<file path="src/cft_pkg.sv">
// Package for the CSV field tokenizer: types, constants and character classes.
// Used by every module of the block; depends on nothing.
package cft_pkg;

  localparam int unsigned ByteW     = 8;
  localparam int unsigned ValueW    = 32;
  localparam int unsigned AccW      = ValueW + 4;
  localparam int unsigned AddrW     = 4;
  localparam int unsigned DataW     = 32;
  localparam int unsigned FifoDepth = 4;
  localparam int unsigned FifoPtrW  = 2;
  localparam int unsigned FifoCntW  = 3;

  localparam logic [ByteW-1:0] FieldDelimRst = 8'd44;
  localparam logic [ByteW-1:0] QuoteOpenRst  = 8'd34;
  localparam logic [ByteW-1:0] QuoteCloseRst = 8'd34;

  // Register indexes (byte address divided by four).
  typedef enum logic [1:0] {
    REG_FIELD_DELIM = 2'd0,
    REG_QUOTE_OPEN  = 2'd1,
    REG_QUOTE_CLOSE = 2'd2
  } reg_idx_e;

  typedef enum logic [2:0] {
    PH_PRE    = 3'd0,
    PH_WORD   = 3'd1,
    PH_NUMBER = 3'd2,
    PH_TEXT   = 3'd3,
    PH_POST   = 3'd4
  } phase_e;

  typedef enum logic [2:0] {
    K_WORD_BYTE = 3'd0,
    K_TEXT_BYTE = 3'd1,
    K_NUM_DONE  = 3'd2,
    K_WORD_END  = 3'd3,
    K_TEXT_END  = 3'd4,
    K_EMPTY     = 3'd5,
    K_LINE_DONE = 3'd6
  } kind_e;

  typedef struct packed {
    logic [ByteW-1:0] field_delim;
    logic [ByteW-1:0] quote_open;
    logic [ByteW-1:0] quote_close;
  } cfg_t;

  typedef struct packed {
    kind_e             kind;
    logic [ByteW-1:0]  data;
    logic [ValueW-1:0] value;
    logic              ovf;
    logic              last;
  } result_t;

  // Whitespace is tab, line feed, vertical tab, form feed, carriage return and space.
  function automatic logic is_space(input logic [ByteW-1:0] c);
    return ((c >= 8'd9) && (c <= 8'd13)) || (c == 8'd32);
  endfunction

  function automatic logic is_digit(input logic [ByteW-1:0] c);
    return (c >= 8'd48) && (c <= 8'd57);
  endfunction

endpackage

</file>
<file path="src/cft_regs.sv">
// Configuration registers of the CSV field tokenizer behind an APB-style port.
// Depends on cft_pkg.
module cft_regs
  import cft_pkg::*;
(
  input  logic             clk_i,
  input  logic             rst_ni,
  input  logic             psel,
  input  logic             penable,
  input  logic             pwrite,
  input  logic [AddrW-1:0] paddr,
  input  logic [DataW-1:0] pwdata,
  output logic [DataW-1:0] prdata,
  output logic             pready,
  output cfg_t             cfg_o
);

  cfg_t     cfg_q;
  cfg_t     cfg_d;
  reg_idx_e idx;
  logic     wr_en;

  assign idx    = reg_idx_e'(paddr[AddrW-1:2]);
  assign wr_en  = psel && penable && pwrite;
  assign pready = 1'b1;
  assign cfg_o  = cfg_q;

  // Write decode.
  always_comb begin
    cfg_d = cfg_q;
    if (wr_en) begin
      unique case (idx)
        REG_FIELD_DELIM: cfg_d.field_delim = pwdata[ByteW-1:0];
        REG_QUOTE_OPEN:  cfg_d.quote_open  = pwdata[ByteW-1:0];
        REG_QUOTE_CLOSE: cfg_d.quote_close = pwdata[ByteW-1:0];
        default:         cfg_d = cfg_q;
      endcase
    end
  end

  always_ff @(posedge clk_i or negedge rst_ni) begin
    if (!rst_ni) begin
      cfg_q.field_delim <= FieldDelimRst;
      cfg_q.quote_open  <= QuoteOpenRst;
      cfg_q.quote_close <= QuoteCloseRst;
    end else begin
      cfg_q <= cfg_d;
    end
  end

  // Read decode.
  always_comb begin
    unique case (idx)
      REG_FIELD_DELIM: prdata = {{(DataW-ByteW){1'b0}}, cfg_q.field_delim};
      REG_QUOTE_OPEN:  prdata = {{(DataW-ByteW){1'b0}}, cfg_q.quote_open};
      REG_QUOTE_CLOSE: prdata = {{(DataW-ByteW){1'b0}}, cfg_q.quote_close};
      default:         prdata = '0;
    endcase
  end

endmodule

</file>
<file path="src/cft_parser.sv">
// Field parser of the CSV field tokenizer: phase, number accumulator and the
// results one word produces. Depends on cft_pkg.
module cft_parser
  import cft_pkg::*;
(
  input  logic             clk_i,
  input  logic             rst_ni,
  input  cfg_t             cfg_i,
  input  logic             step_i,
  input  logic [ByteW-1:0] in_byte_i,
  input  logic             line_end_i,
  output logic [1:0]       res_cnt_o,
  output result_t          res0_o,
  output result_t          res1_o
);

  phase_e            phase_q, phase_d;
  logic [ValueW-1:0] acc_q, acc_d;
  logic              ovf_q, ovf_d;

  logic              c_delim, c_space, c_digit, c_qopen, c_qclose;
  logic [AccW-1:0]   acc_next;
  result_t           num_res;

  assign c_delim  = (in_byte_i == cfg_i.field_delim);
  assign c_space  = is_space(in_byte_i);
  assign c_digit  = is_digit(in_byte_i);
  assign c_qopen  = (in_byte_i == cfg_i.quote_open);
  assign c_qclose = (in_byte_i == cfg_i.quote_close);

  // acc * 10 + digit, as two shifted adds; the digit value is the low nibble.
  assign acc_next = {1'b0, acc_q, 3'b000} + {3'b000, acc_q, 1'b0}
                  + {{(AccW-4){1'b0}}, in_byte_i[3:0]};

  // Completed number result.
  always_comb begin
    num_res       = '0;
    num_res.kind  = K_NUM_DONE;
    num_res.value = ovf_q ? '0 : acc_q;
    num_res.ovf   = ovf_q;
  end

  // Next state.
  always_comb begin
    phase_d = phase_q;
    acc_d   = acc_q;
    ovf_d   = ovf_q;
    if (line_end_i) begin
      phase_d = PH_PRE;
      acc_d   = '0;
      ovf_d   = 1'b0;
    end else begin
      unique case (phase_q)
        PH_WORD: begin
          if (c_delim)      phase_d = PH_PRE;
          else if (c_space) phase_d = PH_POST;
        end
        PH_NUMBER: begin
          if (c_digit) begin
            if (acc_next[AccW-1:ValueW] != '0) begin
              ovf_d = 1'b1;
              acc_d = '0;
            end else if (!ovf_q) begin
              acc_d = acc_next[ValueW-1:0];
            end
          end else begin
            acc_d   = '0;
            ovf_d   = 1'b0;
            phase_d = c_delim ? PH_PRE : PH_POST;
          end
        end
        PH_TEXT: begin
          if (c_qclose) phase_d = PH_POST;
        end
        PH_POST: begin
          if (c_delim) phase_d = PH_PRE;
        end
        default: begin
          if (c_delim || c_space) begin
            phase_d = PH_PRE;
          end else if (c_digit) begin
            acc_d   = {{(ValueW-4){1'b0}}, in_byte_i[3:0]};
            ovf_d   = 1'b0;
            phase_d = PH_NUMBER;
          end else if (c_qopen) begin
            phase_d = PH_TEXT;
          end else begin
            phase_d = PH_WORD;
          end
        end
      endcase
    end
  end

  // Results for the current word; the final one carries last.
  always_comb begin
    res_cnt_o = 2'd0;
    res0_o    = '0;
    res1_o    = '0;
    if (line_end_i) begin
      res1_o.kind = K_LINE_DONE;
      res1_o.last = 1'b1;
      res_cnt_o   = 2'd2;
      unique case (phase_q)
        PH_WORD:   res0_o.kind = K_WORD_END;
        PH_NUMBER: res0_o = num_res;
        PH_TEXT:   res0_o.kind = K_TEXT_END;
        default: begin
          res0_o    = res1_o;
          res_cnt_o = 2'd1;
        end
      endcase
    end else begin
      unique case (phase_q)
        PH_WORD: begin
          res_cnt_o = 2'd1;
          if (c_delim || c_space) begin
            res0_o.kind = K_WORD_END;
          end else begin
            res0_o.kind = K_WORD_BYTE;
            res0_o.data = in_byte_i;
          end
        end
        PH_NUMBER: begin
          if (!c_digit) begin
            res0_o    = num_res;
            res_cnt_o = 2'd1;
          end
        end
        PH_TEXT: begin
          res_cnt_o = 2'd1;
          if (c_qclose) begin
            res0_o.kind = K_TEXT_END;
          end else begin
            res0_o.kind = K_TEXT_BYTE;
            res0_o.data = in_byte_i;
          end
        end
        PH_POST: res_cnt_o = 2'd0;
        default: begin
          if (c_delim) begin
            res0_o.kind = K_EMPTY;
            res_cnt_o   = 2'd1;
          end else if (!c_space && !c_digit && !c_qopen) begin
            res0_o.kind = K_WORD_BYTE;
            res0_o.data = in_byte_i;
            res_cnt_o   = 2'd1;
          end
        end
      endcase
      if (res_cnt_o != 2'd0) res0_o.last = 1'b1;
    end
  end

  always_ff @(posedge clk_i or negedge rst_ni) begin
    if (!rst_ni) begin
      phase_q <= PH_PRE;
      acc_q   <= '0;
      ovf_q   <= 1'b0;
    end else if (step_i) begin
      phase_q <= phase_d;
      acc_q   <= acc_d;
      ovf_q   <= ovf_d;
    end
  end

endmodule

</file>
<file path="src/cft_out_fifo.sv">
// Result queue of the CSV field tokenizer: takes up to two results per cycle
// and hands out one per cycle while ready_i is high. Depends on cft_pkg.
module cft_out_fifo
  import cft_pkg::*;
(
  input  logic       clk_i,
  input  logic       rst_ni,
  input  logic       push_i,
  input  logic [1:0] push_cnt_i,
  input  result_t    push0_i,
  input  result_t    push1_i,
  output logic       space_o,
  output logic       valid_o,
  input  logic       ready_i,
  output result_t    data_o
);

  result_t              mem_q [FifoDepth];
  logic [FifoPtrW-1:0]  wr_ptr_q, wr_ptr_d, rd_ptr_q, rd_ptr_d, wr_ptr_nx;
  logic [FifoCntW-1:0]  cnt_q, cnt_d, n_push;
  logic                 pop;

  assign n_push    = push_i ? {1'b0, push_cnt_i} : '0;
  assign pop       = valid_o && ready_i;
  assign valid_o   = (cnt_q != '0);
  assign data_o    = mem_q[rd_ptr_q];
  // Room for the two results a single word can cause.
  assign space_o   = (cnt_q <= FifoCntW'(FifoDepth - 2));
  assign wr_ptr_nx = wr_ptr_q + 1'b1;

  assign wr_ptr_d = wr_ptr_q + n_push[FifoPtrW-1:0];
  assign rd_ptr_d = rd_ptr_q + {{(FifoPtrW-1){1'b0}}, pop};
  assign cnt_d    = cnt_q + n_push - {{(FifoCntW-1){1'b0}}, pop};

  // Storage.
  always_ff @(posedge clk_i) begin
    if (n_push != '0) mem_q[wr_ptr_q] <= push0_i;
    if (n_push == FifoCntW'(2)) mem_q[wr_ptr_nx] <= push1_i;
  end

  always_ff @(posedge clk_i or negedge rst_ni) begin
    if (!rst_ni) begin
      wr_ptr_q <= '0;
      rd_ptr_q <= '0;
      cnt_q    <= '0;
    end else begin
      wr_ptr_q <= wr_ptr_d;
      rd_ptr_q <= rd_ptr_d;
      cnt_q    <= cnt_d;
    end
  end

endmodule

</file>
<file path="src/csv_field_tokenizer.sv">
// The tokenizer takes one byte of a CSV line per word (or an end-of-line mark)
// and emits field results: word and quoted-text bytes as they arrive, field ends,
// empty fields, finished decimal numbers with an overflow flag, and line done.
// A word is parsed in the cycle it is accepted and a new word may be accepted
// every cycle; results leave through a four-entry result queue, one per cycle
// while out_ready_i is high, so an end of line that closes an open field gives
// two results. Input stalls only while the queue cannot take two more results.
// Depends on cft_pkg, cft_regs, cft_parser and cft_out_fifo.
module csv_field_tokenizer
  import cft_pkg::*;
(
  input  logic              clk_i,
  input  logic              rst_ni,
  input  logic              psel,
  input  logic              penable,
  input  logic              pwrite,
  input  logic [AddrW-1:0]  paddr,
  input  logic [DataW-1:0]  pwdata,
  output logic [DataW-1:0]  prdata,
  output logic              pready,
  input  logic              in_valid_i,
  output logic              in_ready_o,
  input  logic [ByteW-1:0]  in_byte_i,
  input  logic              line_end_i,
  output logic              out_valid_o,
  input  logic              out_ready_i,
  output logic [2:0]        kind_o,
  output logic [ByteW-1:0]  out_byte_o,
  output logic [ValueW-1:0] number_value_o,
  output logic              number_overflow_o,
  output logic              last_o
);

  cfg_t       cfg;
  logic       step;
  logic [1:0] res_cnt;
  result_t    res0, res1, res_out;

  assign step = in_valid_i && in_ready_o;

  cft_regs u_regs (
    .clk_i   (clk_i),
    .rst_ni  (rst_ni),
    .psel    (psel),
    .penable (penable),
    .pwrite  (pwrite),
    .paddr   (paddr),
    .pwdata  (pwdata),
    .prdata  (prdata),
    .pready  (pready),
    .cfg_o   (cfg)
  );

  cft_parser u_parser (
    .clk_i      (clk_i),
    .rst_ni     (rst_ni),
    .cfg_i      (cfg),
    .step_i     (step),
    .in_byte_i  (in_byte_i),
    .line_end_i (line_end_i),
    .res_cnt_o  (res_cnt),
    .res0_o     (res0),
    .res1_o     (res1)
  );

  cft_out_fifo u_out_fifo (
    .clk_i      (clk_i),
    .rst_ni     (rst_ni),
    .push_i     (step),
    .push_cnt_i (res_cnt),
    .push0_i    (res0),
    .push1_i    (res1),
    .space_o    (in_ready_o),
    .valid_o    (out_valid_o),
    .ready_i    (out_ready_i),
    .data_o     (res_out)
  );

  assign kind_o            = res_out.kind;
  assign out_byte_o        = res_out.data;
  assign number_value_o    = res_out.value;
  assign number_overflow_o = res_out.ovf;
  assign last_o            = res_out.last;

`ifndef NO_ASSERTIONS
  // Line done is always the final result of its word.
  a_line_done_last: assert property (@(posedge clk_i) disable iff (!rst_ni)
    out_valid_o && (kind_o == K_LINE_DONE) |-> last_o)
    else $error("line done without last");

  // Only a finished number carries a value or an overflow flag.
  a_value_only_number: assert property (@(posedge clk_i) disable iff (!rst_ni)
    out_valid_o && (kind_o != K_NUM_DONE) |-> (number_value_o == '0) && !number_overflow_o)
    else $error("value on a non-number result");

  // Input back-pressure only comes from queued results.
  a_stall_has_results: assert property (@(posedge clk_i) disable iff (!rst_ni)
    !in_ready_o |-> out_valid_o)
    else $error("input stalled with an empty result queue");

  // An overflowed number reports zero.
  a_ovf_zero: assert property (@(posedge clk_i) disable iff (!rst_ni)
    out_valid_o && number_overflow_o |-> (number_value_o == '0))
    else $error("overflowed number with nonzero value");
`endif

endmodule

</file>
<file path="config.mk">
export PLATFORM = sky130hd
export DESIGN_NAME = csv_field_tokenizer
export DESIGN_NICKNAME = d
export VERILOG_FILES = /design/src/cft_pkg.sv /design/src/cft_regs.sv /design/src/cft_parser.sv /design/src/cft_out_fifo.sv /design/src/csv_field_tokenizer.sv
export SDC_FILE = /design/constraint.sdc
export NUM_CORES = 1
export LEC_CHECK = 0
export BUFFER_PORTS_ARGS = -buffer_cell sky130_fd_sc_hd__buf_2
export CAP_MARGIN = 20
export CORE_UTILIZATION = 40
export CTS_CLUSTER_DIAMETER = 40
export DETAILED_ROUTE_END_ITERATION = 6
export HOLD_SLACK_MARGIN = 0.06
export PLACE_DENSITY = 0.68
export SETUP_SLACK_MARGIN = 0.5
export SKIP_LAST_GASP = 1
export SYNTH_ARGS = -nofsm -noshare
export SYNTH_HDL_FRONTEND = slang
export SYNTH_SLANG_ARGS = --single-unit
</file>
<file path="constraint.sdc">
create_clock -name clk_i -period 3.45 [get_ports clk_i]
set_input_delay 0.69 -clock clk_i [delete_from_list [all_inputs] [get_ports clk_i]]
set_output_delay 0.69 -clock clk_i [all_outputs]
set_load 0.01 [all_outputs]
</file>
# After elaboration in Yosys (flattened, before gate mapping)
# Memory sizes are Yosys's and may differ from the RTL's.
# Index checks and enable logic that the tools add are counted.
# word_totals
ram_bits	180
reg_bits	67
inputBits	52
output_inout_bits	80
mem_count	1
word_cells	123
# mem_list
name	depth	word_bits	rd	rd_ports_with_merged_regs	write_ports	line	rtl
u_out_fifo.mem_q	4	45	1	0	2	cft_out_fifo.sv:18	result_t mem_q [FifoDepth];
# op_classes
n_lt_le_gt_ge	5
reduce_logical	28
eq_ne	19
add_sub_neg	7
n_mux	54
# op_table
cell	count
two-way mux 32 bit	7
one-hot mux 34 bit (2 select lines)	1
one-hot mux 32 bit (2 select lines)	1
two-way mux 45 bit	1
two-way mux 44 bit	1
one-hot mux 11 bit (4 select lines)	1
adder 35 x 33 -> 36 bit	1
adder 36 x 4 -> 36 bit	1
two-way mux 3 bit	12
two-way mux 34 bit	1
two-way mux 8 bit	4
equality test 8 bit	3
one-hot mux 8 bit (3 select lines)	1
AND reduction 5 bit	3
two-way mux 2 bit	7
two-way mux 1 bit	13
one-hot mux 3 bit (4 select lines)	1
equality test 3 x 2 -> 1 bit (second input constant)	3
one-hot mux 3 bit (3 select lines)	1
nonzero test 3 bit	3
equality test 8 x 6 -> 1 bit (second input constant)	1
>= comparator 8 x 4 -> 1 bit (second input constant)	1
>= comparator 8 x 6 -> 1 bit (second input constant)	1
<= comparator 8 x 4 -> 1 bit (second input constant)	1
28 further kinds	43

# Longest topological paths before layout
# Gate-level depths: netlist of the first run.
# depth
word_depth	15
ltp_mapped	16
depth_no_buf	13

# By module
# Synthesis of the first run repeated with hierarchy kept, for this count alone.
# hier_totals
cells_unflattened	1236
hier_area_um2	15597.5
# modules_own_cells
mod	n_inst	area_each_um2	cells_each	seq_area_each_um2
cft_out_fifo	1	9210.1	480	5580.4
cft_parser	1	5038.6	647	900.9
cft_regs	1	1342.5	108	609.3
csv_field_tokenizer	1	6.3	1	0.0

# Worst setup path after synthesis of the first run
# No wires, ideal clock.
# synth_path
path_type	in2reg
startpoint	input port in_byte_i[3]
endpoint	register u_parser.acc_q[26]
slack_ns	-0.736
cell_stages	16
required_time_ns	3.329
setup_ns	0.121
arrival_time_ns	4.065
path_cell_list	buf_2 -> inv_1 -> fa_1 -> inv_1 -> ha_1 -> a211oi_1 -> o211ai_1 -> a221oi_4 -> nor3_2 -> o2111ai_2 -> mux2_4 -> and3_4 -> a31o_1 -> buf_6 -> buf_6 -> a22o_1
# synth_via
elab_chain_cells	6
elab_cells_between_ends	21
cone_classes	1 x add/sub; 4 x order compare; 4 x eq/ne; 5 x mux; 7 x reduce/logical
# synth_lines
item	line	rtl
from (decl)	csv_field_tokenizer.sv:23	input logic [ByteW-1:0] in_byte_i,
adder 36 x 4 -> 36 bit (tied with other cells)	cft_parser.sv:33	+ {{(AccW-4){1'b0}}, in_byte_i[3:0]};
nonzero test 4 bit (tied with other cells)	cft_parser.sv:60	if (acc_next[AccW-1:ValueW] != '0) begin
two-way mux 32 bit or logical OR 1 bit (tied branches)	cft_parser.sv:60, cft_pkg.sv:59	
two-way mux 32 bit or logical OR 1 bit (tied branches)	cft_parser.sv:59, cft_parser.sv:79	
one-hot mux 32 bit (2 select lines) or != test 3 bit (tied branches)	--	
two-way mux 32 bit or AND reduction 5 bit (tied branches)	--	
to (signal assigned)	cft_parser.sv:158	acc_q <= '0;
to (signal assigned)	cft_parser.sv:162	acc_q <= acc_d;
to (decl)	cft_parser.sv:18	logic [ValueW-1:0] acc_q, acc_d;
# Several ways; a longest one is shown, not always the timed one. The select of a mux whose other input is x is not followed.
# A chain may end at the register's enable or synchronous reset.

# Worst setup path after layout of the first run
# layout_path
startpoint	register u_parser.acc_q[2]
endpoint	register u_parser.acc_q[31]
# layout_via
elab_chain_cells	7
elab_cells_between_ends	10
cone_classes	2 x add/sub; 1 x eq/ne; 5 x mux; 2 x reduce/logical
# layout_lines
item	line	rtl
adder 35 x 33 -> 36 bit *	cft_parser.sv:32	assign acc_next = {1'b0, acc_q, 3'b000} + {3'b000, acc_q, 1'b0}
adder 36 x 4 -> 36 bit *	cft_parser.sv:33	
nonzero test 4 bit or two-way mux 32 bit (tied branches)	cft_parser.sv:60, cft_parser.sv:63	
two-way mux 32 bit	cft_parser.sv:60	
two-way mux 32 bit	cft_parser.sv:59	if (c_digit) begin
one-hot mux 32 bit (2 select lines)	cft_parser.sv:53	unique case (phase_q)
two-way mux 32 bit	cft_parser.sv:48	if (line_end_i) begin
# Mark *: on every way between the ends. The rest lies on a longest branch, timed or not. The select of a mux whose other input is x is not followed.

==> impl_metrics.py, run 1 <==
metrics = {
    "placement": {
        "dp_hpwl_um": 25700,
        "port_buffers": 80,
        "gp_congestion": 0.886,
        "pre_cts_ws_ns": -0.552,
    },
    "critical_path": {
        "critPathMaxFanout": 8,
        "end_kind": "register",
        "crit_chain": "inv_2, fa_2, inv_2, ha_4, a211oi_4, o211ai_1, a221oi_4, nor3_4, o2111ai_2, mux2_4, and3_4, a31o_4, buf_6, a22o_1",
        "cp-start-kind": "register",
        "critPathRequiredTime_ns": 3.83,
        "slowest_stage": "fa_2",
        "critPathKind": "reg -> reg",
        "max_stage_delay_ns": 0.56,
        "crit_top_cell": "inv_2",
        "arrival_ns": 3.83,
    },
    "floorplanning": {
        "io_pins": 132,
        "start_util_pct": 40.8,
        "die_w_um": 187,
        "core_sq_mm": 0.0337,
        "die_area_sq_mm": 0.0351,
        "num_rows": 67,
        "fp.dieH_um": 187,
    },
    "yosys": {
        "synthArstFlopShare_pct": 27.1,
        "ys_top_cells_by_area": "dfxtp_1 (24%), dfrtp_1 (11%), mux4_2 (7.4%), nand2_1 (7.2%), a21oi_1 (6.9%)",
        "ys.flop_type": "dfxtp_1",
        "synth_top_cell_area_share_pct": 24.5,
        "synth.most_common_cell": "nand2_1",
        "ys_warn_count": 0,
        "synth_edf_count": 12,
        "syn_inst": 1539,
        "yosysSeqAreaShare_pct": 39.4,
        "yosys-top-cells-count": "nand2_1 (263), a21oi_1 (189), dfxtp_1 (168)",
        "ys_types": 90,
        "ys_seq_elements": 247,
        "syn_area_sq_mm": 0.0137,
        "synth_top_area_cell": "dfxtp_1",
        "synth_area_per_cell_sq_um": 8.93,
    },
    "timing": {
        "report.final.setup_viol": 2,
        "drv_slew": 0,
        "fmax_mhz": 290,
        "final.min_clock_period_ns": 3.45,
        "setup_tns_ns": -0.00426,
        "hold_viol_final": 0,
        "rsz0062_at_grt": "yes",
        "slew_headroom_pct": 33.0,
        "layout_setup_ws_ns": -0.00394,
        "finalCritPeriodShare_pct": 100,
        "worstMarginPinSlew_ns": 1.00,
        "skew_ns": 0.0219,
    },
    "power": {
        "irDropWorstVdd_uv": 355,
        "p_per_area_mw_per_mm2": 629,
        "report.power.total_w": 0.0106,
        "p_leak_nw": 7.05,
    },
    "grt": {
        "grt_pass1_wl_um": 62200,
        "grt_usage_pct": 21.7,
        "grt_remaining_overflow": 0,
        "antenna_found_initial": 1,
        "grt_max_degree": 53,
        "grt_pass1_vias": 12000,
    },
    "route": {
        "avgRoutedWirePerCell_um": 17.9,
        "drc": 0,
        "postRouteAntennaNets": 0,
        "wl_um": 38300,
        "via_count": 12000,
        "via_per_inst": 5.58,
        "dr.pass1.iters": 5,
        "dr.first_iter.drc_count": 904,
    },
    "cells_and_area": {
        "areaGrowthSynthToFinish_pct": 22.2,
        "fin_nets": 1791,
        "drive_gt1_share_pct": 24.1,
        "n_antenna_cell": 0,
    },
    "clock_tree": {
        "cts.sinks": 247,
        "clockRootBuffer": "clkbuf_16",
        "htree_num_levels": 2,
        "cts_made_buffers": 34,
        "hold_buffers": 0,
        "cts_tree": "yes",
        "clock_latency_ns": 0.51,
        "path_clk_slew_ns": 0.06,
        "clock_path_buffers": 3,
    },
    "flow_run": {
        "cap_violations": 0,
    },
    "worst_hold_path": {
        "hp-class": "in -> async",
    },
    "run_status": {
        "status": "complete, but fails checks",
        "violations": "setup timing",
    },
}
routing by layer:
layer	global-route usage [%]	routed length (um)
met5	0	11
met4	7.63	923
met3	2.87	2270
met2	36.4	18600
met1	28.6	16500
cell families after synthesis:
group,share of synthesized area [%]
buffers and inverters,6.28
multiplexers,10.1
flip-flops,39.4
adder cells (fa/ha/maj),6.78
XOR/XNOR,3.44
AND/OR/NAND/NOR,17.7
AO/OA/AOI/OAI,16.3
other,0.0547
worst max-delay path, delay by kind of cell (launching register included):
kind	cells	cell delay, ns
AOI/OAI and AO/OA	6	1.36
adders and majority gates	2	0.78
DFF	1	0.37
muxes	1	0.33
buffers and inverters	3	0.25
and+or+nand+nor	2	0.23
repair_timing:
item,in CTS,in global routing
endpoints found under the hold margin,0,0
setup buffers,4,5
resized for setup,18,29
pin swaps,8,14
setup endpoints to repair,33,43
stage by stage:
step	hold slack (ns)	cells	instance area, sq um	util, %
after CTS	0.314	2136	16600	49.3
after detailed placement	0.446	2071	15300	45.3
final	0.305	2141	16800	49.8
after global placement	0.438	2071	15300	45.3
after floorplan	0.394	1562	13900	-
after global routing	0.360	2141	16800	49.8
flip-flops by register name (all words and copies together) (netlist names):
name	count
u_parser.ovf_q	1
u_out_fifo.cnt_q	3
u_regs.cfg_o	24
u_out_fifo.rd_ptr_q	2
u_out_fifo.wr_ptr_q	2
u_out_fifo.mem_q	180
u_parser.acc_q	32
u_parser.phase_q	3
layout by cell type, fill, tap and decap left out, drive strengths merged, types with 6 or more instances in the layout:
master and instances:
nand2 264, edfxtp 12, clkbuf 51, inv 45, a21o 12, conb 25
nand4 8, dfxtp 168, dfstp 7, nor3 15, a22oi 7, o21bai 7
mux2i 9, mux2 25, and2 13, a211oi 7, mux4 45, buf 208
nor2 33, a21oi 189, o21ai 88, dfrtp 60, ha 68, nand3 151
xnor2 28, nand2b 6, and3 7, a22o 13, xor2 26, or3 6
worst paths after layout:
check                                          end  slack [ns]               startpoint  depth (start not counted)
hold / removal                 u_out_fifo.cnt_q[1]        0.31                   rst_ni                          1
hold reg to reg            u_out_fifo.mem_q[3][12]        0.45  u_out_fifo.mem_q[3][12]                          2
setup reg to reg                u_parser.acc_q[31]      -0.004        u_parser.acc_q[2]                         14
min in group clk_i         u_out_fifo.mem_q[3][12]        0.45  u_out_fifo.mem_q[3][12]                          2
max in group asynchronous       u_parser.acc_q[31]        2.35                   rst_ni                          2
setup / recovery                u_parser.acc_q[31]      -0.004        u_parser.acc_q[2]                         14
cell type report:
class	count	area [sq um]
fill	3072	16900
multi-input combinational	1135	7850
sequential	247	5420
timing repair buffer	208	1580
clock buffer	51	1070
tap	448	561
clock inverter	10	164
inverter	42	160
power by group:
part	total (W)	internal (W)	leakage, nW	switching [W]
Clock	0.00375	0.00246	0.603	0.00130
Sequential	0.00368	0.00328	2.33	0.000402
Combinational	0.00313	0.00141	4.12	0.00172
No activity file was read; power rests on OpenSTA's default activity.
==> inputs of run 2 (changes only) <==
- PLACE_DENSITY: 0.68 -> 0.66
- SETUP_SLACK_MARGIN: 0.5 -> default
- clock period: 3.45 -> 3.98 ns (I/O delays scaled with it)
==> impl_metrics.py, run 2 (same netlist as run 1, synthesis figures left out) <==
metrics = {
    "run_status": {
        "status": "finished, final reports clean",
    },
    "floorplanning": {
        "num_rows": 67,
        "start_util_pct": 40.8,
        "fp.dieH_um": 187,
        "die_area_sq_mm": 0.0351,
        "core_sq_mm": 0.0337,
        "die_w_um": 187,
        "io_pins": 132,
    },
    "route": {
        "via_count": 11600,
        "wl_um": 37000,
        "postRouteAntennaNets": 0,
        "dr.pass1.iters": 7,
        "drc": 0,
        "via_per_inst": 5.63,
        "avgRoutedWirePerCell_um": 18.0,
        "dr.first_iter.drc_count": 867,
    },
    "clock_tree": {
        "clock_path_buffers": 3,
        "path_clk_slew_ns": 0.06,
        "cts_made_buffers": 31,
        "clockRootBuffer": "clkbuf_16",
        "cts_tree": "yes",
        "postCtsSetupRepairBufs": 0,
        "cts.sinks": 247,
        "hold_buffers": 0,
        "clock_latency_ns": 0.56,
        "cts_resized": 0,
        "htree_num_levels": 1,
    },
    "cells_and_area": {
        "top_register": "u_out_fifo.mem_q",
        "layout_common_cells": "nand2_1 (263), a21oi_1 (188), dfxtp_1 (168)",
        "areaGrowthSynthToFinish_pct": 14.9,
        "fin_nets": 1711,
        "largest_reg_flops": 180,
        "fin_util_pct": 46.8,
        "nFillCells": 3208,
        "regArea_sq_mm": 0.00541,
        "final_common_cell": "nand2_1",
        "multi_input_area_sq_mm": 0.00762,
        "drive_gt1_share_pct": 18.0,
        "n_antenna_cell": 0,
    },
    "power": {
        "irDropWorstVdd_uv": 324,
        "p_leak_nw": 6.55,
        "p_comb_share_pct": 27.9,
        "clkPwrFrac_pct": 34.6,
        "p_seq_share_pct": 37.5,
        "p_per_area_mw_per_mm2": 547,
        "switchingPower_w": 0.00284,
        "power.internal_w": 0.00580,
        "switching_share_pct": 32.9,
    },
    "grt": {
        "top_usage_layer": "met2",
        "grtUsageMet2_pct": 34.6,
        "grt_pass1_wl_um": 60600,
        "grt_max_degree": 48,
        "grt_remaining_overflow": 0,
        "grt_usage_pct": 21.0,
        "grtUsageMet3_pct": 2.74,
        "met1_usage_pct": 28.5,
        "grt_pass1_vias": 11500,
        "antenna_found_initial": 0,
    },
    "timing": {
        "hold_viol_final": 0,
        "fmax_mhz": 274,
        "slew_headroom_pct": 27.1,
        "drv_slew": 0,
        "worstMarginPinSlew_ns": 1.09,
        "finalCritPeriodShare_pct": 91.7,
        "final.min_clock_period_ns": 3.65,
        "hold_slack_ns": 0.358,
        "rsz0062_at_grt": "no",
        "report.final.setup_viol": 0,
        "skew_ns": 0.00990,
    },
    "flow_run": {
        "cap_violations": 0,
    },
    "critical_path": {
        "cp_top_family": "compound AO/OA/AOI/OAI gates",
        "critPathRequiredTime_ns": 4.42,
        "arrival_ns": 4.09,
        "cp-start-kind": "register",
        "reg2reg_slack_ns": 0.33,
        "critPathMaxFanout": 18,
        "critPathBufInv": 1,
        "r2r-end": "u_parser.acc_q[31]",
        "r2r_cells": 12,
        "max_stage_delay_ns": 0.50,
        "end_kind": "register",
        "critPathKind": "reg -> reg",
        "crit_top_cell": "ha_1",
        "crit_chain": "ha_1, ha_1, a21oi_1, o211ai_1, a21boi_0, o311ai_4, o2111ai_2, mux2_4, and3_4, a31o_1, buf_12, a22o_1",
        "rr_startpoint": "u_parser.acc_q[19]",
        "slowest_stage": "dfrtp_1",
    },
    "placement": {
        "gp_congestion": 0.875,
        "dp_hpwl_um": 25000,
        "port_buffers": 80,
    },
    "worst_hold_path": {
        "hp-class": "in -> async",
    },
}
## run 2: cell types whose count changed in the layout (fill, tap and decap cells not counted), moves of 5 or more
cell / previous run / this run
buf_4: 108 / 40
buf_12: 16 / 11
a21oi_1: 171 / 188
a21oi_2: 15 / 1
clkbuf_16: 40 / 32
## run 2: how the worst max path moves through the flow
stage,slack (ns),cells after the start,from,end
CTS,0.34,12,u_parser.acc_q[19],u_parser.acc_q[31]
global route,0.12,14,u_parser.acc_q[1],u_parser.acc_q[24]
detailed placement,-0.15,14,in_byte_i[3],u_parser.acc_q[31]
floorplan,-0.003,16,in_byte_i[3],u_parser.acc_q[26]
finish,0.33,12,u_parser.acc_q[19],u_parser.acc_q[31]
global placement,-0.10,14,in_byte_i[3],u_parser.acc_q[8]
## run 2: layer usage
layer	share of wire, %	wire [um]
met4	2.0	723
met2	47	17400
met5	0	0
met1	45	16600
met3	6.2	2300
## run 2: through the flow
stage | setup WS [ns] | area (sq um) | total power, W | TNS (ns) | instances
after floorplan | -0.00290 | 13900 | 0.00490 | -0.0145 | 1562
after global placement | -0.105 | 14700 | 0.00563 | -1.83 | 2003
after detailed placement | -0.149 | 14700 | 0.00570 | -2.96 | 2003
after CTS | 0.345 | 15800 | 0.00869 | 0 | 2061
after global routing | 0.119 | 15800 | 0.00908 | 0 | 2061
final | 0.328 | 15800 | 0.00864 | 0 | 2061
## run 2: layout make-up
| class | count | share of cell area [%] |
|---|---|---|
| well taps | 448 | 3.55 |
| multi-input cells | 1135 | 48.3 |
| flip-flops and latches | 247 | 34.3 |
| repair buffers | 131 | 5.83 |
| inverters | 42 | 1.01 |
| clock buffers | 43 | 5.71 |
| clock inverters | 15 | 1.36 |
## run 2: power groups by stage
stage	clock network [W]	logic, W	registers [W]
after floorplan	0	0.00186	0.00304
after global placement	0	0.00236	0.00327
after detailed placement	0	0.00242	0.00329
after CTS	0.00302	0.00243	0.00324
after global routing	0.00313	0.00265	0.00329
final	0.00299	0.00241	0.00324
==> inputs of run 3 (changes only) <==
- PLACE_DENSITY: 0.66 -> default
- clock period: 3.98 -> 4.4 ns (I/O delays scaled with it)
==> impl_metrics.py, run 3 (same netlist as run 1, synthesis figures left out) <==
metrics = {
    "grt": {
        "grt_pass1_vias": 11300,
        "grt_usage_pct": 21.4,
        "grt_pass1_wl_um": 61000,
        "antenna_found_initial": 0,
        "grt_remaining_overflow": 0,
        "grt_max_degree": 85,
    },
    "route": {
        "dr.pass1.iters": 6,
        "avgRoutedWirePerCell_um": 18.3,
        "wl_um": 37700,
        "dr.first_iter.drc_count": 903,
        "top_layer_used": "met4",
        "wl_met1_um": 17800,
        "wl_met3_um": 1880,
        "via_per_inst": 5.58,
        "drc": 0,
        "met2_length_um": 17300,
        "postRouteAntennaNets": 0,
        "via_count": 11500,
    },
    "clock_tree": {
        "clock_latency_ns": 0.54,
        "cts_tree": "yes",
        "htree_num_levels": 2,
        "clock_path_buffers": 3,
        "hold_buffers": 0,
        "postCtsSetupRepairBufs": 0,
        "cts_made_buffers": 39,
        "clockRootBuffer": "clkbuf_16",
        "path_clk_slew_ns": 0.05,
        "cts_resized": 0,
        "cts.sinks": 247,
    },
    "floorplanning": {
        "num_rows": 67,
        "io_pins": 132,
        "core_sq_mm": 0.0337,
        "die_area_sq_mm": 0.0351,
        "fp.dieH_um": 187,
        "die_w_um": 187,
        "start_util_pct": 40.8,
    },
    "cells_and_area": {
        "n_antenna_cell": 0,
        "fin_nets": 1709,
        "final_common_cell": "nand2_1",
        "final_area_sq_mm": 0.0160,
        "drive_gt1_share_pct": 18.4,
        "fin_util_pct": 47.6,
        "layout_common_cells": "nand2_1 (263), a21oi_1 (189), dfxtp_1 (168)",
        "top_register": "u_out_fifo.mem_q",
        "largest_reg_flops": 180,
        "areaGrowthSynthToFinish_pct": 16.7,
    },
    "critical_path": {
        "end_kind": "register",
        "slowest_stage": "fa_1",
        "arrival_ns": 4.42,
        "crit_chain": "inv_1, fa_1, inv_1, ha_1, a211oi_1, o211ai_1, a221oi_4, buf_4, o22ai_1, a41o_1, a22oi_1, and3_4, a31o_1, buf_12, a22o_1",
        "critPathRequiredTime_ns": 4.85,
        "cp-start-kind": "register",
        "crit_top_cell": "inv_1",
        "critPathKind": "reg -> reg",
        "critPathMaxFanout": 14,
        "reg2reg_slack_ns": 0.43,
        "max_stage_delay_ns": 0.57,
    },
    "flow_run": {
        "cap_violations": 0,
    },
    "timing": {
        "skew_ns": 0.0234,
        "setup_tns_ns": 0,
        "finalCritPeriodShare_pct": 90.1,
        "layout_setup_ws_ns": 0.434,
        "worstMarginPinSlew_ns": 0.928,
        "rsz0062_at_grt": "no",
        "final.min_clock_period_ns": 3.97,
        "slew_headroom_pct": 38.2,
        "fmax_mhz": 252,
        "drv_slew": 0,
        "report.final.setup_viol": 0,
        "hold_viol_final": 0,
    },
    "worst_hold_path": {
        "hp-class": "reg -> reg",
    },
    "placement": {
        "dp_hpwl_um": 24800,
        "port_buffers": 80,
        "pre_cts_ws_ns": -0.00177,
        "placed_area_sq_mm": 0.0145,
        "gp_congestion": 0.879,
    },
    "power": {
        "p_per_area_mw_per_mm2": 532,
        "report.power.total_w": 0.00854,
        "p_leak_nw": 6.68,
        "irDropWorstVdd_uv": 408,
    },
    "run_status": {
        "status": "finished, final reports clean",
    },
}
-- run 3: cell count changes in the layout (fill, tap and decap cells not counted), sizes merged --
| cell | change |
|---|---|
| buf | -10 |
| clkbuf | +6 |
| bufinv | +3 |
| inv | +5 |
-- run 3: report_power, final --
part	internal (W)	switching, W	leakage, nW
combinational	0.000908	0.00117	3.62
sequential	0.00257	0.000409	2.33
clock	0.00232	0.00117	0.730
total	0.00580	0.00274	6.68
-- run 3: metal layers --
| metal | vias to the layer above | GRT usage, % |
|---|---|---|
| met1 | 5607 | 30.2 |
| met2 | 322 | 34.4 |
| met3 | 59 | 2.33 |
| met4 | 0 | 6.65 |
| met5 | - | 0 |
| li1 | 5535 | - |
-- run 3: critical path, delay by kind of cell (launching register included) --
kind                       cells  cell delay [ns]
and+or+nand+nor                1             0.24
adders and majority gates      2             0.87
buffers and inverters          4             0.47
AOI/OAI and AO/OA              8             1.76
DFF                            1             0.52
-- run 3: cell type report --
| cell class | count | area [sq um] |
|---|---|---|
| fill | 3185 | 17700 |
| multi-input combinational | 1135 | 7600 |
| sequential | 247 | 5410 |
| clock buffer | 49 | 1140 |
| timing repair buffer | 121 | 808 |
| tap | 448 | 561 |
| clock inverter | 23 | 365 |
| inverter | 42 | 158 |
-- run 3: final timing paths --
check	start	endpoint	depth (start not counted)
min in group asynchronous	rst_ni	u_regs.cfg_o[20]	1
hold reg to reg	u_out_fifo.mem_q[3][25]	u_out_fifo.mem_q[3][25]	2
max in group asynchronous	rst_ni	u_parser.acc_q[18]	2
setup reg to reg	u_parser.acc_q[0]	u_parser.acc_q[26]	15
setup / recovery	u_parser.acc_q[0]	u_parser.acc_q[26]	15
hold / removal	u_out_fifo.mem_q[3][25]	u_out_fifo.mem_q[3][25]	2
-- run 3: per-stage QoR --
step           cells  hold slack, ns
6_report        2065           0.453
5_1_grt         2065           0.470
4_1_cts         2065           0.454
3_5_place_dp    1993           0.445
3_3_place_gp    1993           0.439
2_1_floorplan   1562           0.433
